--- src/rtl/ims_ram.sv ---
// Generic single-write, single-read synchronous RAM with registered read data.
// No dependencies.
`timescale 1ns / 1ps
module ims_ram #(
  parameter int WIDTH = 8,
  parameter int DEPTH = 256
) (
  input  logic                     clk,
  input  logic                     we,
  input  logic [$clog2(DEPTH)-1:0] waddr,
  input  logic [WIDTH-1:0]         wdata,
  input  logic [$clog2(DEPTH)-1:0] raddr,
  output logic [WIDTH-1:0]         rdata
);

  logic [WIDTH-1:0] mem [DEPTH];

  always_ff @(posedge clk) begin
    if (we) begin
      mem[waddr] <= wdata;
    end
    rdata <= mem[raddr];
  end

endmodule

--- config.mk ---
export PLATFORM = sky130hd
export DESIGN_NAME = ims_ram
export DESIGN_NICKNAME = d
export VERILOG_FILES = /design/src/rtl/ims_ram.sv
export SDC_FILE = /design/constraint.sdc
export NUM_CORES = 2
export LEC_CHECK = 0
export BUFFER_PORTS_ARGS = -buffer_cell sky130_fd_sc_hd__buf_4
export CORE_MARGIN = 3
export CORE_UTILIZATION = 45
export CTS_BUF_LIST = sky130_fd_sc_hd__clkbuf_4 sky130_fd_sc_hd__clkbuf_8
export DETAILED_ROUTE_END_ITERATION = 8
export PLACE_DENSITY = 0.66
export SLEW_MARGIN = 20
export SYNTH_ARGS = -nofsm -noshare
export SYNTH_HDL_FRONTEND = slang
export SYNTH_SLANG_ARGS = --single-unit
--- constraint.sdc ---
create_clock -name clk -period 2.3 [get_ports clk]
set_input_delay 0.345 -clock clk [delete_from_list [all_inputs] [get_ports clk]]
set_output_delay 0.345 -clock clk [all_outputs]
set_load 0.01 [all_outputs]
==> out/metrics.cfg <==
[clock_network]
clkSinkCount = 2056
cts_buffers = 334
cts_tree = yes
clock_latency_ns = 1.02
htreeDepth = 5
clockRootBuffer = clkbuf_8
clock_path_buffers = 4
clk_pin_slew_ns = 0.06

[yosys]
ys_async_sr_fraction_pct = 0
syn-num-nets = 3759
synthDistinctLibCells = 55
synth_edf_count = 2048
synth_area_mm2 = 0.0796
yosysSeqAreaShare_pct = 77.5
synth-main-ff-cell = edfxtp_1
ys_ff_latch = 2056
yosys_warnings = 0
netlist_instances = 3733
avgSynthCellArea_um2 = 21.3

[worst_setup_path]
arrival_ns = 3.17
critPathMaxFanout = 1
start_kind = flip-flop
r2r_setup_slack_ns = 0.02
cp.required_ns = 3.19
crit_top_cell = nor4_2
cp_cell_sequence = mux4_2 -> a22oi_1 -> a21oi_1 -> nor4_2 -> buf_4 -> nor4_2
cp-end-kind = flip-flop
crit_path_top_delay_cell = mux4_2
path_class = flip-flop to flip-flop
max_stage_delay_ns = 0.47

[timing]
fin_setup_tns_ns = 0
slew_headroom_pct = 35.6
drv_slew = 0
finalSetupViolCount = 0
fin_crit_sh_pct = 99.3
finalHoldViolCount = 0
fmax_ghz = 0.438
layout_min_cycle_time_ns = 2.28
finClkSkew_ns = 0.0568
rsz0062_at_grt = true
worst_pin_slew_ns = 0.963
holdWs_ns = 0.107

[global_routing]
grt_pass1_vias = 42300
grt_overflow_total = 0
grt_usage_pct = 22.3
antenna_found_initial = 5
grt_max_degree = 105
grt_pass1_wl_um = 293000

[power_and_ir_drop]
pwr-share-seq_pct = 54.5
leakage_nw = 30.7
finalPower_mw = 75.9
power.switching_mw = 16.5
switching_share_pct = 21.8
pwr-share-comb_pct = 5.8
ir_worst_vdd_mv = 0.628
power_density_mw_per_mm2 = 806
p_clk_share_pct = 39.7
p_int_mw = 59.4

[place]
dp_hpwl_um = 131000
port_buffers = 33
gp_congestion = 0.875
placedInstanceArea_mm2 = 0.0877

[run]
maxCapViolations = 0

[die]
rows = 153
design.die.area_mm2 = 0.182
fp.dieW_um = 426
core-area_mm2 = 0.175
ios = 34
fp.dieH_um = 426
start_util_pct = 45.5

[min_path]
hp-class = input pin to flip-flop

[cells_and_area]
drive_above_1_share_pct = 35.9
final_area_mm2 = 0.0942
num-nets-final = 4609
most-common-layout-cells = 2048 x edfxtp_1, 639 x buf_4, 455 x mux4_2
fillCellCount = 13200
multiInputGateArea_mm2 = 0.0167
fin_util_pct = 53.9
regArea_mm2 = 0.0617
layout-area-overhead-vs-synth_pct = 18.4
final_common_cell = edfxtp_1

[run_status]
status = complete, no violations

[route]
drt_iter0_drc = 5123
route.vias.total = 41800
dr.pass1.iters = 5
drc = 0
avgRoutedWirePerCell_um = 28.4
wl_um = 202000
viasPerCell = 5.86
ant_nets = 0

final timing paths:
path / startpoint / to / depth (start not counted)
worst max-delay path: mem[240][2] / rdata[2] / 6
worst min-delay path: waddr[7] / mem[217][2] / 3
worst max register to register: mem[240][2] / rdata[2] / 6
worst min register to register: mem[55][3] / rdata[3] / 6
sequential cells by signal, indices dropped and copies added (netlist names):
register / cells
rdata: 8
mem: 2048
power by group through the flow:
stage,sequential (mW),clock (mW),combinational (mW)
after global placement,42.2,0,4.32
final,41.4,30.1,4.43
after detailed placement,42.2,0,4.38
after floorplan,42.1,0,2.01
after global routing,41.4,32.3,4.65
after CTS,41.4,30.6,4.44
Yosys cell counts (all sizes together) (5+ instances only):
library cell  number  area, um^2
o221ai            47         418
nor4              27         188
nand3             34         170
a21oi             96         480
nand2b             8        50.1
o211ai            10        75.1
nand4             10        62.6
a221oi            14         129
a22o               8        70.1
mux4             456       10300
nor2             282        1060
o32ai              5        51.3
o22ai             28         175
nand2             33         124
mux2i            134        1340
a22oi            133         998
edfxtp          2048       61500
a211oi            16         120
o21ai             12        60.1
and2               6        37.5
nor2b             31         194
a2111oi            5        52.6
nor3              22         110
clkbuf           111         417
buf              122        1030
dfxtp              8         160
o22a               5        43.8
metal layers:
layer  vias up  GRT usage, %  wire [um]
met3       390          4.88      18200
li1      17400             -          -
met4         0          7.65       6530
met1     21800          31.0      80200
met5         -             0          0
met2      2128          35.1      97500
stage by stage:
| stage | instances | setup slack (ns) |
|---|---|---|
| after global routing | 7126 | -0.0410 |
| after global placement | 6561 | -1.10 |
| final | 7128 | 0.0165 |
| after CTS | 7126 | -0.0263 |
| after detailed placement | 6561 | -1.03 |
| after floorplan | 3733 | 0.0171 |
cell families after synthesis:
kind of cell / synth area share (%)
mux: 14.6
buf+inv: 1.83
compound gates: 3.42
simple gates: 2.63
flops: 77.5
critical path: cells and delay by family (launching register included):
family                 cells  cell delay, ns
AO/OA/AOI/OAI              2            0.59
multiplexers               1            0.47
AND/OR/NAND/NOR            2            0.51
buffers and inverters      1            0.22
flip-flops                 1            0.38
cell type report:
class	instances	area share, %
flip-flops and latches	2056	65.4
multi-input cells	1442	17.7
repair buffers	747	7.19
clock buffers	447	5.83
well taps	2325	3.09
clock inverters	106	0.724
inverters	2	0.00797
diodes	3	0.00797
timing repair:
action | CTS | global route
hold buffers | 13 | 0
gates resized for setup | 23 | 11
cloned | 0 | 0
endpoints found under the hold margin | 1085 | 0
setup buffers | 0 | 0
endpoints found under the setup margin | 7 | 6
pin swaps | 7 | 9
(Power assumes the default switching activity.)
