$ cat src/rtl/ims_pkg.sv
// Shared constants, types and codes for the image remap sampler.
// No dependencies; imported by the top level, ims_coord and ims_blend.
`timescale 1ns / 1ps
package ims_pkg;

  localparam int SRC_MAX_WIDTH   = 256;
  localparam int SRC_MAX_HEIGHT  = 256;
  localparam int COORD_FRAC_BITS = 8;

  localparam int CMD_W   = 2;
  localparam int PADDR_W = 16;
  localparam int PIX_W   = 8;
  localparam int COORD_W = 18;
  localparam int SIZE_W  = 9;
  localparam int CNT_W   = 32;
  localparam int CFG_IDX_W  = 2;
  localparam int CFG_DATA_W = 9;

  localparam int COL_W       = $clog2(SRC_MAX_WIDTH);
  localparam int ROW_W       = $clog2(SRC_MAX_HEIGHT);
  localparam int FRAME_DEPTH = SRC_MAX_WIDTH * SRC_MAX_HEIGHT;
  localparam int ADDR_W      = $clog2(FRAME_DEPTH);
  localparam int PROD_W      = ROW_W + SIZE_W;

  localparam int LIM_W = ((SIZE_W + COORD_FRAC_BITS > COORD_W) ?
                          SIZE_W + COORD_FRAC_BITS : COORD_W) + 2;
  localparam int AB_W  = PIX_W + COORD_FRAC_BITS + 1;
  localparam int SUM_W = AB_W + COORD_FRAC_BITS + 1;

  localparam int W_CAP_I = (SRC_MAX_WIDTH > 2**SIZE_W - 1) ? 2**SIZE_W - 1 : SRC_MAX_WIDTH;
  localparam int H_CAP_I = (SRC_MAX_HEIGHT > 2**SIZE_W - 1) ? 2**SIZE_W - 1 : SRC_MAX_HEIGHT;
  localparam logic [SIZE_W-1:0] W_CAP = SIZE_W'(W_CAP_I);
  localparam logic [SIZE_W-1:0] H_CAP = SIZE_W'(H_CAP_I);

  localparam logic [CMD_W-1:0] CMD_LOAD   = 2'd0;
  localparam logic [CMD_W-1:0] CMD_SAMPLE = 2'd1;
  localparam logic [CMD_W-1:0] CMD_CLEAR  = 2'd2;

  localparam logic [CFG_IDX_W-1:0] REG_SRC_WIDTH   = 2'd0;
  localparam logic [CFG_IDX_W-1:0] REG_SRC_HEIGHT  = 2'd1;
  localparam logic [CFG_IDX_W-1:0] REG_INTERP_MODE = 2'd2;
  localparam logic [CFG_IDX_W-1:0] REG_FILL_VALUE  = 2'd3;

  typedef struct packed {
    logic                       border;
    logic [COL_W-1:0]           col0;
    logic [COL_W-1:0]           col1;
    logic [ROW_W-1:0]           row0;
    logic [ROW_W-1:0]           row1;
    logic [COORD_FRAC_BITS-1:0] fu;
    logic [COORD_FRAC_BITS-1:0] fv;
  } coord_t;

  typedef struct packed {
    logic load_a;
    logic calc_ab;
    logic calc_cd;
    logic calc_sum;
  } blend_ctl_t;

endpackage

$ cat src/rtl/ims_blend.sv
// Bilinear blend datapath: horizontal pairs, vertical blend, rounding and clamp.
// Depends on ims_pkg; steered by the sequencer in the top level.
`timescale 1ns / 1ps
module ims_blend (
  input  logic                               clk,
  input  ims_pkg::blend_ctl_t                ctl,
  input  logic [ims_pkg::PIX_W-1:0]          rdata,
  input  logic [ims_pkg::COORD_FRAC_BITS-1:0] fu,
  input  logic [ims_pkg::COORD_FRAC_BITS-1:0] fv,
  output logic [ims_pkg::PIX_W-1:0]          pix
);
  import ims_pkg::*;

  localparam int WT_W = COORD_FRAC_BITS + 1;
  localparam logic [WT_W-1:0] ONE = WT_W'(2**COORD_FRAC_BITS);
  localparam logic [SUM_W-1:0] RND = SUM_W'(2**(2*COORD_FRAC_BITS-1));
  localparam logic [SUM_W-1:0] PIX_MAX_S = SUM_W'(2**PIX_W - 1);

  logic [PIX_W-1:0] pa;
  logic [AB_W-1:0]  ab, cd, pair;
  logic [SUM_W-1:0] sum, rnd;
  logic [WT_W-1:0]  wu, wv;

  assign wu   = ONE - WT_W'(fu);
  assign wv   = ONE - WT_W'(fv);
  assign pair = AB_W'(pa) * AB_W'(wu) + AB_W'(rdata) * AB_W'(fu);
  assign rnd  = (sum + RND) >> (2 * COORD_FRAC_BITS);
  assign pix  = (rnd > PIX_MAX_S) ? PIX_W'(PIX_MAX_S) : PIX_W'(rnd);

  always_ff @(posedge clk) begin
    if (ctl.load_a) begin
      pa <= rdata;
    end
    if (ctl.calc_ab) begin
      ab <= pair;
    end
    if (ctl.calc_cd) begin
      cd <= pair;
    end
    if (ctl.calc_sum) begin
      sum <= SUM_W'(ab) * SUM_W'(wv) + SUM_W'(cd) * SUM_W'(fv);
    end
  end

endmodule
$ cat config.mk
export PLATFORM = sky130hd
export DESIGN_NAME = ims_blend
export DESIGN_NICKNAME = d
export VERILOG_FILES = /design/src/rtl/ims_pkg.sv /design/src/rtl/ims_blend.sv
export SDC_FILE = /design/constraint.sdc
export NUM_CORES = 1
export LEC_CHECK = 0
export ABC_AREA = 0
export BUFFER_PORTS_ARGS = -buffer_cell sky130_fd_sc_hd__buf_2
export CORE_UTILIZATION = 40
export CTS_BUF_LIST = sky130_fd_sc_hd__clkbuf_2 sky130_fd_sc_hd__clkbuf_4 sky130_fd_sc_hd__clkbuf_8
export CTS_CLUSTER_DIAMETER = 150
export DETAILED_ROUTE_END_ITERATION = 7
export PLACE_DENSITY = 0.64
export RECOVER_POWER = 50
export SETUP_SLACK_MARGIN = 0.1
export SLEW_MARGIN = 20
export SYNTH_ARGS = -nofsm -noshare
export SYNTH_HDL_FRONTEND = slang
export SYNTH_SLANG_ARGS = --single-unit
$ cat constraint.sdc
create_clock -name clk -period 10.5 [get_ports clk]
set_clock_uncertainty 0.05 [all_clocks]
set_input_delay 0.525 -clock clk [delete_from_list [all_inputs] [get_ports clk]]
set_output_delay 0.525 -clock clk [all_outputs]
set_load 0.01 [all_outputs]
==> results.cfg, run 1 <==
[setup_path]
most_used_cell_cp = fa_1
cp.arrival_ps = 7380
timing.setup.critical_path_class = primary input to register
worst-endpoint-required_ps = 10510
worstPathCellList = buf_2 -> nor4_1 -> nand2_1 -> nor3_2 -> nand2_1 -> fa_1 -> inv_1 -> fa_1 -> fa_1 -> fa_1 -> fa_1 -> inv_1 -> fa_1 -> inv_1 -> ha_1 -> nand2_1 -> a2111oi_0 -> nand2_1 -> a21oi_1 -> o21ai_2 -> mux2i_1 -> a221oi_2
timing.critical_path.from_type = primary input
critPathMaxStageDelay_ps = 820
critPathSlowestCell = nor3_2
worst-r2r-cell-count = 19
crit_fanout = 20
timing.critical_path.to_type = register

[sta]
rsz0062_at_grt = false
finalCritPeriodShare_pct = 70.20
achievable-frequency_mhz = 135.7
hold_viol = 0
tns_ps = 0
final_period_minus_worst_setup_slack_ps = 7371
drv_slew = 0
total_of_endpoints_with_negative_setup_slack_in_the_final_report = 0
tightest_pin_transition_ps = 1060
max_transition_margin_pct = 28.81

[hold_path]
hp-class = primary input to register
holdPathStages = 1

[logic_synthesis]
synthesis.instances = 1615
postSynthRegisterBits = 53
number_of_synthesized_flops_with_an_enable_pin = 53
syn-cell-area_sq_um = 15360
syn_area_per_cell_sq_um = 9.513
dominantRegCellSynth = edfxtp_1
synth.lib_cells_used.distinct = 47
synth.top_cell.area_share_pct = 44.30
area_leader_netlist = fa_1
synth_async_sr_flop_share_pct = 0
synth.net_count = 2130
synth_warnings = 0
synth_seq_area_share_pct = 10.36
synth_area_leaders = fa_1, ha_1, edfxtp_1

[global_routing]
global_route.usage.total_pct = 18.37
number_of_antenna_violations_at_the_first_check_in_global_routing = 0
grt-ovfl-total = 0
grt_first_pass_wirelength_mm = 56.47
grt_pass1_vias = 11067
largest_net_degree_at_the_start_of_global_routing = 38

[clocking]
cts_post_setup_buffers_inserted = 0
clk_sinks = 53
cts-buffers-inserted = 5
cts_tree = yes
clkSlewWorstSetupHoldPaths_ps = 100
cts_htree_levels = 2
worstSkewPairLatency_ps = 340
cts_root_buffer = clkbuf_8
cts.hold.buffers_added = 0
cts.repair.resized = 0
clk_path_buf_depth = 2

[finish]
nets = 2123
fillerInstances = 3665
multiInputGateArea_sq_um = 12070
register_area_sq_um = 1592
mostFrequentLayoutCells = inv_1, fa_1, nand2_1
area.growth.synth_to_final_pct = 4.935
final_common_cell = inv_1
fraction_of_layout_cells_with_a_size_suffix_above_1_pct = 3.045
insertedDiodeCount = 0

[detailed_routing]
post_drt_via_cell_ratio = 4.849
detailedRoute.firstIterationViolations = 738
route.vias.total = 10280
detail_route.first_pass.iterations = 6
drt_drc_violations_left = 0
detail-route-antenna-nets = 0
detail_route.wl_per_cell_um = 15.80
final_routed_wirelength_across_all_metal_layers_mm = 33.49

[floorplanning]
placementRows = 71
initial_core_util_pct = 40.69
die_footprint_sq_um = 39200
die_height_um = 198.0
fp.coreArea_sq_um = 37760
dieWidth_um = 198.0
top_level_ports = 37

[place]
dp.final_hpwl_mm = 28.15
place.gp.congestion = 0.8635
placement.io_buffers = 36

[outcome]
status = finished clean

[flow_run]
max_cap_violations = 0
cell usage after synthesis (all sizes together), types with 3 or more instances:
cell type	count
xnor2	32
a21o	6
xor2	16
nor2b	4
clkbuf	41
buf	12
nand3	8
fa	340
edfxtp	53
nand2	226
a2111oi	3
nor2	16
a21oi	21
nor3	12
o211ai	3
inv	406
ha	146
o21ai	11
and3	7
o21bai	3
o21a	3
and2	224
sequential cells by signal (all words and copies together), names as in the netlist:
name / cells
cd: 17
pa: 8
ab: 17
sum: 11
metal layers:
metal  part of all wire (%)  wire [um]  up-vias  track usage (%)
li1                       -          -     4699                -
met1                     45      15210     5249            24.99
met2                     47      15900      290            31.04
met3                    5.6       1863       42            2.810
met4                    1.5        516        0            3.704
met5                      0          0        -                0
path summary, 6_finish.rpt:
path / from / endpoint / slack [ps]
setup reg to reg: ab[8] / sum[25] / 4370
hold reg to reg: pa[0] / cd[0] / 1020
hold / removal: rdata[5] / pa[5] / 550
setup / recovery: fv[4] / sum[25] / 3130
metrics by stage:
stage	util, %	hold WS (ps)	setup slack (ps)	cell area, sq um	cells
4_1_cts	42.72	417.6	3025	16130	2120
3_3_place_gp	42.39	781.5	2724	16000	2112
5_1_grt	42.70	544.2	2659	16120	2120
3_5_place_dp	42.43	786.8	2677	16020	2112
2_1_floorplan	-	573.9	3536	15360	1615
6_report	42.70	549.7	3129	16120	2120
critical path: cells and delay by family:
family | cells | cell delay [ps]
mux | 1 | 210
simple gates | 6 | 1790
buf+inv | 4 | 410
fa+ha+maj | 7 | 3360
compound gates | 4 | 1050
final cells by class:
cell class,instances,area share (%)
clock buffers,5,0.4269
clock inverters,3,0.2561
inverters,406,9.453
multi-input cells,1103,74.86
flip-flops and latches,53,9.872
well taps,511,3.966
repair buffers,39,1.164
cell families after synthesis:
kind of cell / synth area share, %
flip-flops: 10.36
multiplexers: 0.06515
adder cells (fa/ha/maj): 56.19
AO/OA/AOI/OAI: 2.736
AND/OR/NAND/NOR: 16.68
XOR/XNOR: 2.736
buffers and inverters: 11.23
Power of run 1 is left out: the tool's default activity adds up to more than one toggle a clock period on the data nets, which glitch-free logic cannot reach.
==> run 2: changes to the inputs <==
==> constraint.sdc (replaced) <==
create_clock -name clk -period 7 [get_ports clk]
set_clock_uncertainty 0.05 [all_clocks]
set_input_delay 0.35 -clock clk [delete_from_list [all_inputs] [get_ports clk]]
set_output_delay 0.35 -clock clk [all_outputs]
set_load 0.01 [all_outputs]
==> run 2 against run 1 <==
Net effect:
- worst setup slack worse by 2600 ps
- die area unchanged
- non-clock buffer count up 17
- routed wire length up 0.19%
- hold slack worse by 170 ps
- cell area up 0.54%
- cell count up 0.85%
==> results.cfg, run 2 (synthesized netlist as in run 1, its figures left out) <==
[outcome]
status = finished clean

[detailed_routing]
route.vias.total = 10250
detail-route-antenna-nets = 0
detail_route.wl_per_cell_um = 15.69
detail_route.first_pass.iterations = 5
drt_drc_violations_left = 0
final_routed_wirelength_across_all_metal_layers_mm = 33.55
detailedRoute.firstIterationViolations = 573
post_drt_via_cell_ratio = 4.794

[floorplanning]
initial_core_util_pct = 40.69
die_height_um = 198.0
placementRows = 71
dieWidth_um = 198.0
fp.coreArea_sq_um = 37760
top_level_ports = 37
die_footprint_sq_um = 39200

[clocking]
cts_post_setup_buffers_inserted = 0
cts.repair.resized = 0
clk_sinks = 53
cts_tree = yes
worstSkewPairLatency_ps = 340
cts.hold.buffers_added = 0
clkSlewWorstSetupHoldPaths_ps = 110
cts-buffers-inserted = 5
clk_path_buf_depth = 2
cts_htree_levels = 2
cts_root_buffer = clkbuf_8

[setup_path]
cp.arrival_ps = 6450
worst-endpoint-required_ps = 7020
worst-path-buf-inv = 5
timing.critical_path.from_type = primary input
worstPathCellList = buf_2 -> nor4_1 -> nand2_1 -> nor3_2 -> buf_4 -> nand2_1 -> fa_1 -> inv_1 -> fa_1 -> fa_1 -> fa_1 -> fa_1 -> inv_1 -> fa_1 -> inv_1 -> ha_1 -> nand2_1 -> o21ai_0 -> a21oi_1 -> a21oi_1 -> o21ai_2 -> mux2i_1 -> a221oi_2
rr_endpoint = sum[25]
reg2reg_setup_slack_ps = 900
worst-r2r-cell-count = 19
timing.critical_path.to_type = register
crit_fanout = 17
critPathMaxStageDelay_ps = 630
most_used_cell_cp = fa_1
critical_path.reg2reg.startpoint = ab[8]
timing.setup.critical_path_class = primary input to register
critPathSlowestCell = fa_1
delay_heaviest_family_cp = adder cells

[sta]
drv_slew = 0
hold_viol = 0
finalCritPeriodShare_pct = 91.87
final_period_minus_worst_setup_slack_ps = 6431
achievable-frequency_mhz = 155.5
max_transition_margin_pct = 26.77
rsz0062_at_grt = false
postLayoutSetupSlackWorst_ps = 569.3
total_of_endpoints_with_negative_setup_slack_in_the_final_report = 0
tightest_pin_transition_ps = 1099
tns_ps = 0

[hold_path]
worst_min_delay_path_startpoint = rdata[3]
hp-class = primary input to register
whs_endpoint = pa[3]
holdPathStages = 1

[place]
place_inst = 2129
pre_cts_setup_slack_ps = 178.1
place.gp.congestion = 0.8691
placement.io_buffers = 36
dp.final_hpwl_mm = 28.77

[global_routing]
grt-ovfl-total = 0
global_route.usage.total_pct = 18.62
grt_pass1_vias = 11230
number_of_antenna_violations_at_the_first_check_in_global_routing = 1
grt_first_pass_wirelength_mm = 57.19
largest_net_degree_at_the_start_of_global_routing = 34

[finish]
mostFrequentLayoutCells = inv_1, fa_1, nand2_1
area.growth.synth_to_final_pct = 5.505
nets = 2140
fraction_of_layout_cells_with_a_size_suffix_above_1_pct = 3.875
largestRegisters = ab (17), cd (17), sum (11)
finish.cell_count_without_fillers = 2138
final_common_cell = inv_1

[flow_run]
max_cap_violations = 0
==> run 2: changes by cell type in the layout (fill, tap and decap cells not counted) <==
| cell | delta |
|---|---|
| inv_6 | +1 |
| clkinv_4 | +1 |
| buf_4 | +17 |
| diode_2 | +1 |
| xor2_2 | -3 |
| xor2_1 | +3 |
| clkinvlp_4 | -1 |
| bufinv_16 | -1 |
==> run 2: cell type report <==
cell class	count	area, sq um
diodes	1	2.502
clock buffers	5	68.82
clock inverters	3	21.27
fillers	3729	21550
inverters	406	1524
multi-input cells	1103	12050
flip-flops and latches	53	1592
well taps	511	639.4
repair buffers	56	315.3
==> run 2: how the worst max path moves through the flow <==
stage	startpoint	end	cells past startpoint
3_3_place_gp	fu[2]	ab[13]	22
2_1_floorplan	fv[1]	sum[25]	25
6_report	fv[4]	sum[25]	23
4_1_cts	fu[2]	cd[13]	22
5_1_grt	fv[4]	sum[25]	23
3_5_place_dp	fv[4]	sum[25]	23
==> run 2: worst reg2reg max path: cells and delay by family (launching register included) <==
family          cells  cell delay [ps]
compound gates      5             1150
fa+ha+maj           7             3250
buf+inv             4              210
flops               1              620
mux                 1              220
simple gates        2              350
==> run 2: per-layer routing <==
| layer | wire length, um | vias up | GRT usage (%) |
|---|---|---|---|
| li1 | - | 4742 | - |
| met2 | 15660 | 220 | 31.17 |
| met4 | 608 | 2 | 4.421 |
| met5 | 8 | - | 0 |
| met1 | 15610 | 5247 | 25.75 |
| met3 | 1670 | 39 | 2.197 |
==> run 2: stage by stage <==
step	hold slack, ps	utilization (%)	area [sq um]
finish	378.2	42.93	16210
global route	384.7	42.93	16210
CTS	262.4	42.97	16220
detailed placement	629.3	42.73	16130
global placement	626.1	42.73	16130
floorplan	398.9	-	15360
Power of run 2 is left out for the same reason.
