### config.mk
export PLATFORM = sky130hd
export DESIGN_NAME = ims_coord
export DESIGN_NICKNAME = d
export VERILOG_FILES = /design/src/rtl/ims_pkg.sv /design/src/rtl/ims_coord.sv
export SDC_FILE = /design/constraint.sdc
export NUM_CORES = 1
export LEC_CHECK = 0
export BUFFER_PORTS_ARGS = -buffer_cell sky130_fd_sc_hd__buf_2
export CORE_ASPECT_RATIO = 1.75
export CORE_MARGIN = 5
export CORE_UTILIZATION = 45
export DETAILED_ROUTE_END_ITERATION = 8
export GPL_ROUTABILITY_DRIVEN = 0
export GPL_TIMING_DRIVEN = 0
export PLACE_DENSITY = 0.82
export SLEW_MARGIN = 20
export SYNTH_ARGS = -nofsm -noshare
export SYNTH_HDL_FRONTEND = slang
export SYNTH_SLANG_ARGS = --single-unit
### constraint.sdc
create_clock -name vclk -period 6.4
set_clock_uncertainty 0.2 [all_clocks]
set_input_delay 1.28 -clock vclk [all_inputs]
set_output_delay 1.28 -clock vclk [all_outputs]
set_load 0.02 [all_outputs]
### src/rtl/ims_pkg.sv
// Shared constants, types and codes for the image remap sampler.
// No dependencies; imported by the top level, ims_coord and ims_blend.
`timescale 1ns / 1ps
package ims_pkg;

  localparam int SRC_MAX_WIDTH   = 256;
  localparam int SRC_MAX_HEIGHT  = 256;
  localparam int COORD_FRAC_BITS = 8;

  localparam int CMD_W   = 2;
  localparam int PADDR_W = 16;
  localparam int PIX_W   = 8;
  localparam int COORD_W = 18;
  localparam int SIZE_W  = 9;
  localparam int CNT_W   = 32;
  localparam int CFG_IDX_W  = 2;
  localparam int CFG_DATA_W = 9;

  localparam int COL_W       = $clog2(SRC_MAX_WIDTH);
  localparam int ROW_W       = $clog2(SRC_MAX_HEIGHT);
  localparam int FRAME_DEPTH = SRC_MAX_WIDTH * SRC_MAX_HEIGHT;
  localparam int ADDR_W      = $clog2(FRAME_DEPTH);
  localparam int PROD_W      = ROW_W + SIZE_W;

  localparam int LIM_W = ((SIZE_W + COORD_FRAC_BITS > COORD_W) ?
                          SIZE_W + COORD_FRAC_BITS : COORD_W) + 2;
  localparam int AB_W  = PIX_W + COORD_FRAC_BITS + 1;
  localparam int SUM_W = AB_W + COORD_FRAC_BITS + 1;

  localparam int W_CAP_I = (SRC_MAX_WIDTH > 2**SIZE_W - 1) ? 2**SIZE_W - 1 : SRC_MAX_WIDTH;
  localparam int H_CAP_I = (SRC_MAX_HEIGHT > 2**SIZE_W - 1) ? 2**SIZE_W - 1 : SRC_MAX_HEIGHT;
  localparam logic [SIZE_W-1:0] W_CAP = SIZE_W'(W_CAP_I);
  localparam logic [SIZE_W-1:0] H_CAP = SIZE_W'(H_CAP_I);

  localparam logic [CMD_W-1:0] CMD_LOAD   = 2'd0;
  localparam logic [CMD_W-1:0] CMD_SAMPLE = 2'd1;
  localparam logic [CMD_W-1:0] CMD_CLEAR  = 2'd2;

  localparam logic [CFG_IDX_W-1:0] REG_SRC_WIDTH   = 2'd0;
  localparam logic [CFG_IDX_W-1:0] REG_SRC_HEIGHT  = 2'd1;
  localparam logic [CFG_IDX_W-1:0] REG_INTERP_MODE = 2'd2;
  localparam logic [CFG_IDX_W-1:0] REG_FILL_VALUE  = 2'd3;

  typedef struct packed {
    logic                       border;
    logic [COL_W-1:0]           col0;
    logic [COL_W-1:0]           col1;
    logic [ROW_W-1:0]           row0;
    logic [ROW_W-1:0]           row1;
    logic [COORD_FRAC_BITS-1:0] fu;
    logic [COORD_FRAC_BITS-1:0] fv;
  } coord_t;

  typedef struct packed {
    logic load_a;
    logic calc_ab;
    logic calc_cd;
    logic calc_sum;
  } blend_ctl_t;

endpackage

### src/rtl/ims_coord.sv
// Coordinate decode: range checks, neighbour indices and fractions for both modes.
// Depends on ims_pkg.
`timescale 1ns / 1ps
module ims_coord (
  input  logic signed [ims_pkg::COORD_W-1:0] coord_x,
  input  logic signed [ims_pkg::COORD_W-1:0] coord_y,
  input  logic [ims_pkg::SIZE_W-1:0]         width,
  input  logic [ims_pkg::SIZE_W-1:0]         height,
  input  logic                               bilinear,
  output ims_pkg::coord_t                    dec
);
  import ims_pkg::*;

  localparam logic signed [LIM_W-1:0] HALF_S = LIM_W'(2**(COORD_FRAC_BITS-1));
  localparam int CMP_W = SIZE_W + COL_W + ROW_W;

  logic signed [LIM_W-1:0] xs, ys, xr, yr, xb, yb, xn, yn;
  logic [SIZE_W-1:0]       wm1, hm1;
  logic                    sentinel, brd_near, brd_bil;
  logic [COL_W-1:0]        u0;
  logic [ROW_W-1:0]        v0;

  assign xs  = LIM_W'(coord_x);
  assign ys  = LIM_W'(coord_y);
  assign wm1 = width - SIZE_W'(1);
  assign hm1 = height - SIZE_W'(1);
  assign xb  = signed'(LIM_W'(wm1) << COORD_FRAC_BITS);
  assign yb  = signed'(LIM_W'(hm1) << COORD_FRAC_BITS);
  assign xn  = xb + HALF_S;
  assign yn  = yb + HALF_S;
  assign xr  = xs + HALF_S;
  assign yr  = ys + HALF_S;

  assign sentinel = (xs < -HALF_S) && (ys < -HALF_S);
  assign brd_near = (xs <= -HALF_S) || (ys <= -HALF_S) || (xs >= xn) || (ys >= yn);
  assign brd_bil  = xs[LIM_W-1] || ys[LIM_W-1] || (xs > xb) || (ys > yb);

  always_comb begin
    dec.border = sentinel || (bilinear ? brd_bil : brd_near);
    dec.fu     = xs[COORD_FRAC_BITS-1:0];
    dec.fv     = ys[COORD_FRAC_BITS-1:0];
    if (bilinear) begin
      u0 = COL_W'(xs >>> COORD_FRAC_BITS);
      v0 = ROW_W'(ys >>> COORD_FRAC_BITS);
    end else begin
      u0 = xs[LIM_W-1] ? '0 : COL_W'(xr >>> COORD_FRAC_BITS);
      v0 = ys[LIM_W-1] ? '0 : ROW_W'(yr >>> COORD_FRAC_BITS);
    end
    dec.col0 = u0;
    dec.row0 = v0;
    dec.col1 = (CMP_W'(u0) + CMP_W'(1) < CMP_W'(width)) ? u0 + COL_W'(1) : COL_W'(wm1);
    dec.row1 = (CMP_W'(v0) + CMP_W'(1) < CMP_W'(height)) ? v0 + ROW_W'(1) : ROW_W'(hm1);
  end

endmodule

==> summary.md, run 1 <==
| Metric | Value |
|---|---|
| Status | complete, no violations |
| I/O pin count | 104 |
| Worst setup path category | in2out |
| Layout cells sized above 1 | 30.60% |
| Cell with the most instances after synthesis | ha_1 |
| Period minus WS final | 6.163 ns |
| Final setup fails | 0 |
| Required @ worst endpoint | 4.92 ns |
| Rel. slew slack | 55.52% |
| Final non-filler cell total | 540 |
| CP startpoint | bilinear |
| Leak pwr | 1.631 nW |
| VDD IR-drop max | 60.74 uV |
| Cell accounting for the most synthesized area | ha_1 |
| Vias per inst | 5.802 |
| Die area | 0.007407 mm^2 |
| Number of remaining DRC errors | 0 |
| Max-slew violation count | 0 |
| Least-Margin Pin Slew | 0.6611 ns |
| Synthesized area | 0.002580 mm^2 |
| Synth warn | 0 |
| Seq_cells | 0 |
| Top cells by area, synth | ha_1 (20%), xnor2_1 (7.1%), o21ai_0 (5.4%) |
| Setup bufs post-CTS | 0 |
| Max Clock Freq | 162.2 MHz |
| Slowest-stage cell, CP | or3_1 |
| Initial antenna violation count | 0 |
| Antenna diodes | 0 |
| Std cell rows | 36 |
| DP HPWL | 7347 um |
| WHS Path Cells | 3 |
| Hold Crit Class | in2out |
| Tot Pwr | 0.2964 mW |
| 1st-pass router iterations | 4 |
| Worst hold start | coord_y[6] |
| Initial Utilization | 46.19% |
| Routed via count | 3133 |
| Setup ws final | 0.2366 ns |
| Syn Nets | 459 |
| Family with the most delay on the worst path | compound AO/OA/AOI/OAI gates |
| Global route overflow | 0 |
| Final #Nets | 562 |
| CTS Hold Bufs | 0 |
| Sequential area share after synthesis | 0% |
| Die Height | 110.2 um |
| Area share of the largest cell type after synthesis | 19.88% |
| Total GRT Usage | 22.76% |
| Core area | 0.005585 mm^2 |
| Largest stage delay on the critical path | 0.34 ns |
| Vias in the first global route | 3135 |
| Final ANT Viol Nets | 0 |
| WHS | 2.681 ns |
| Endpoint class of the critical path | output port |
| Clkbuf count | 0 |
| Commonest cells in the synthesized netlist | ha_1 (41), inv_1 (36), o21ai_0 (28) |
| Routed WL | 8537 um |
| Largest net degree at the start of global routing | 11 |
| Netlist cell types | 66 |
| Final Hold Fails | 0 |
| Initial DRC Count | 137 |
| Worst Path Arrival | 4.68 ns |
| Synth Area per Inst | 7.107 um^2 |
| Fillers | 560 |
| Routed WL per cell | 15.81 um |
| CP startpoint kind | primary input |
| Area grow syn2layout | 25.07% |
| Post-Syn Instances | 363 |
| First-pass GRT wire length | 13540 um |
| Critical-path cell list | buf_2, buf_4, buf_2, buf_2, nor3_2, a21oi_1, o21ai_2, ha_1, o211ai_1, xor2_2, ha_1, or3_1, o22a_1, o311a_1, nor2_4, mux2i_1, buf_2 |
| I/O Buffers | 101 |
| WHS Endpoint | dec[6] |
| CP most frequent cell | buf_2 |
| Register Area | 0 um^2 |
| Max-cap viol count | 0 |
| Critical path fanouts, max | 10 |
| Chip width | 67.24 um |
| Crit share post-route | 96.30% |
| Pre-CTS WS | -0.09045 ns |
| CP bufs+invs | 5 |
| Dpl cells | 540 |
| Power Density | 91.87 mW/mm^2 |
layout make-up:
| cell class | instances | area (um^2) | area share (%) |
|---|---|---|---|
| Multi-Input combinational cell | 299 | 2300 | 71.27 |
| Timing Repair Buffer | 101 | 505.5 | 15.67 |
| Buffer | 28 | 191.4 | 5.933 |
| Inverter | 36 | 135.1 | 4.188 |
| Tap cell | 76 | 95.09 | 2.947 |
layout by cell type (no fill, tap or decap), drive strengths merged, types with 2 or more instances in the layout:
master / count
buf: 126
ha: 41
inv: 36
o21ai: 31
nand2: 26
xnor2: 22
nand3: 15
nor2: 15
nand4: 12
mux2i: 12
nor3: 11
a21oi: 10
nand2b: 8
o31a: 8
xor2: 7
or3: 6
nor4: 6
a211oi: 6
nor2b: 4
a21o: 4
and3: 4
clkbuf: 3
o22ai: 3
a22oi: 3
nand4b: 3
o21a: 3
or4: 3
o311ai: 3
a31oi: 2
nand3b: 2
o2111ai: 2
a311oi: 2
and2b: 2
nor4b: 2
a221oi: 2
worst max-delay path by stage:
stage	cells past startpoint	end	slack, ns
3_5_place_dp	17	dec[16]	-0.09
6_report	17	dec[17]	0.24
4_1_cts	17	dec[16]	0.01
5_1_grt	18	dec[16]	-0.01
2_1_floorplan	16	dec[16]	0.08
3_3_place_gp	17	dec[16]	-0.00007
per-stage QoR:
| step | instance area [um^2] | TNS (ns) | utilization [%] |
|---|---|---|---|
| 3_5_place_dp | 3181 | -0.3721 | 56.94 |
| 2_1_floorplan | 2580 | 0 | - |
| 5_1_grt | 3227 | -0.02456 | 57.77 |
| 4_1_cts | 3186 | 0 | 57.03 |
| 3_3_place_gp | 3181 | -0.00007017 | 56.94 |
| 6_report | 3227 | 0 | 57.77 |
layer usage:
layer  share of wire [%]  GRT usage [%]  vias up
met2                  55          46.31      142
met5                   0              0        -
met3                 6.1          1.826       25
met4                 3.5          9.434        0
met1                  35          22.32     1421
li1                    -              -     1545
repair_timing:
item,CTS,global route
resized for setup,1,12
endpoints found under the setup margin,5,12
pin swaps,0,3
endpoints found under the hold margin,0,0
report_power, final:
group,switching [mW],internal [mW]
sequential,0,0
clock,0,0
combinational,0.178,0.118
total,0.178,0.118
logic make-up after synthesis:
family / after synthesis / synth area share [%]
buffers and inverters: 64 / 12.61
adder cells (fa/ha/maj): 42 / 20.27
multiplexers: 12 / 4.656
AO/OA/AOI/OAI: 92 / 25.51
AND/OR/NAND/NOR: 124 / 26.82
XOR/XNOR: 29 / 10.14
(Power assumes the default switching activity.)
==> inputs of run 2 (changes only) <==
--- a/config.mk
+++ b/config.mk
@@ -5,6 +5,7 @@
 export SDC_FILE = /design/constraint.sdc
 export NUM_CORES = 1
 export LEC_CHECK = 0
+export ABC_AREA = 1
 export BUFFER_PORTS_ARGS = -buffer_cell sky130_fd_sc_hd__buf_2
 export CORE_ASPECT_RATIO = 1.75
 export CORE_MARGIN = 5
@@ -12,7 +13,7 @@
 export DETAILED_ROUTE_END_ITERATION = 8
 export GPL_ROUTABILITY_DRIVEN = 0
 export GPL_TIMING_DRIVEN = 0
-export PLACE_DENSITY = 0.82
+export PLACE_DENSITY = 0.75
 export SLEW_MARGIN = 20
 export SYNTH_ARGS = -nofsm -noshare
 export SYNTH_HDL_FRONTEND = slang
==> run 2 against run 1 <==
Effect of this change: non-clock buffer count fell by 7; utilization fell by 0.47 points; via count rose by 6.3%; flip-flop and latch count did not move; largest cell class unchanged; synthesized area rose by 0.19%; global-route usage fell by 0.29 points.
==> summary.md, run 2 <==
| Metric | Value |
|---|---|
| Synth warn | 0 |
| I/O Buffers | 104 |
| Seq_cells | 0 |
| Register Area | 0 um^2 |
| Met3 wire len | 339 um |
| Synth Area per Inst | 5.431 um^2 |
| Final ANT Viol Nets | 0 |
| Final #Nets | 678 |
| Setup_tns | 0 ns |
| CP startpoint kind | primary input |
| Max-cap viol count | 0 |
| Std cell rows | 36 |
| DP HPWL | 7625 um |
| Routed WL | 8383 um |
| Hold Crit Class | in2out |
| Fillers | 635 |
| Syn Nets | 572 |
| Sequential area share after synthesis | 0% |
| Max-slew violation count | 0 |
| Top cells by area, synth | ha_1 (20%), nand2_1 (19%), inv_1 (11%) |
| Commonest cells in the synthesized netlist | nand2_1 (134), inv_1 (76), nor2_1 (46) |
| Initial antenna violation count | 0 |
| CTS resizes | 0 |
| Critical path fanouts, max | 10 |
| Chip width | 67.30 um |
| First-pass GRT wire length | 13160 um |
| Power Density | 85.77 mW/mm^2 |
| 1st-pass router iterations | 4 |
| Final non-filler cell total | 656 |
| VDD IR-drop max | 44.22 uV |
| Setup bufs post-CTS | 0 |
| Worst Path Arrival | 4.46 ns |
| Worst setup path category | in2out |
| Vias per inst | 5.075 |
| Leak pwr | 1.957 nW |
| Commonest non-fill, non-tap cell in the layout | nand2_1 |
| Crit share post-route | 92.86% |
| Clkbuf count | 0 |
| Final setup fails | 0 |
| Largest net degree at the start of global routing | 11 |
| Area grow syn2layout | 23.81% |
| I/O pin count | 104 |
| Most frequent cells in the layout | nand2_1 (134), buf_2 (105), inv_1 (76), nor2_1 (46) |
| Synthesized area | 0.002585 mm^2 |
| Endpoint class of the critical path | output port |
| Post-Syn Instances | 476 |
| Met2 wire length | 4800 um |
| CTS Hold Bufs | 0 |
| Max Used Layer | met4 |
| Die Height | 110.3 um |
| Initial Utilization | 46.28% |
| Global route overflow | 0 |
| M1 WL | 2923 um |
| Cell with the most instances after synthesis | nand2_1 |
| Dpl cells | 656 |
| Die area | 0.007420 mm^2 |
| Cell accounting for the most synthesized area | ha_1 |
| Max Clock Freq | 168.3 MHz |
| Status | complete, no violations |
| Area share of the largest cell type after synthesis | 19.85% |
| Antenna diodes | 0 |
| Initial DRC Count | 117 |
| Final Hold Fails | 0 |
| Rel. slew slack | 61.85% |
| Layout cells sized above 1 | 24.66% |
| Routed WL per cell | 12.78 um |
| Total GRT Usage | 22.47% |
| Number of remaining DRC errors | 0 |
| Vias in the first global route | 3288 |
| Routed via count | 3329 |
| Core area | 0.005585 mm^2 |
| Least-Margin Pin Slew | 0.5670 ns |
| Netlist cell types | 33 |
| Required @ worst endpoint | 4.92 ns |
| Period minus WS final | 5.943 ns |
| Unrepaired setup endpoints after global routing | false |
[run 2: metal layers]
layer / up-vias / track usage [%]
met3: 21 / 0.6085
met2: 95 / 49.82
met1: 1474 / 19.44
met5: - / 0
met4: 0 / 8.708
li1: 1739 / -
[run 2: per-stage QoR]
stage	cell area [um^2]	setup WS, ns	hold WS [ns]	util, %	total power, mW
3_3_place_gp	3201	0.5468	2.679	57.30	0.2683
3_5_place_dp	3201	0.4950	2.681	57.30	0.2741
4_1_cts	3201	0.4913	2.683	57.30	0.2753
2_1_floorplan	2585	0.9180	2.473	-	0.1821
5_1_grt	3201	0.1395	2.692	57.30	0.3055
6_report	3201	0.4567	2.679	57.30	0.2745
[run 2: path summary, 6_finish.rpt]
path	from	endpoint	cells past startpoint
setup / recovery	bilinear	dec[22]	22
hold / removal	coord_x[5]	dec[13]	3
[run 2: kinds of logic (layout without fill, tap and decap cells)]
| group | count (synthesis) | in the layout | synth area share (%) |
|---|---|---|---|
| adders and majority gates | 41 | 41 | 19.85 |
| AOI/OAI and AO/OA | 50 | 50 | 10.84 |
| and+or+nand+nor | 269 | 269 | 46.52 |
| xor gates and xnor gates | 17 | 17 | 5.760 |
| buffers and inverters | 99 | 203 | 17.04 |
[run 2: critical path: stages]
cell and delay, ns:
buf_2 0.15, inv_2 0.11, buf_6 0.16, a21o_1 0.14
nand2_1 0.05, nor2_1 0.13, ha_1 0.18, nand2_1 0.10
nor2_2 0.15, nand4_1 0.15, nand2_1 0.10, inv_1 0.04
ha_1 0.28, a21oi_1 0.16, nor2_1 0.05, a211oi_1 0.38
nand3_2 0.19, inv_2 0.09, buf_2 0.21, nand3_1 0.13
nand2_1 0.07, buf_2 0.15
[run 2: final cells by class]
| cell class | count | area (um^2) | area share [%] |
|---|---|---|---|
| buffer | 18 | 136.4 | 4.261 |
| tap | 76 | 95.09 | 2.971 |
| timing repair buffer | 104 | 520.5 | 16.26 |
| inverter | 81 | 304.0 | 9.500 |
| multi-input combinational | 377 | 2145 | 67.01 |
[run 2: where the power goes]
part,internal [mW],switching (mW),total [mW]
registers,0,0,0
clock network,0,0,0
logic,0.0994,0.175,0.275
total,0.0994,0.175,0.275
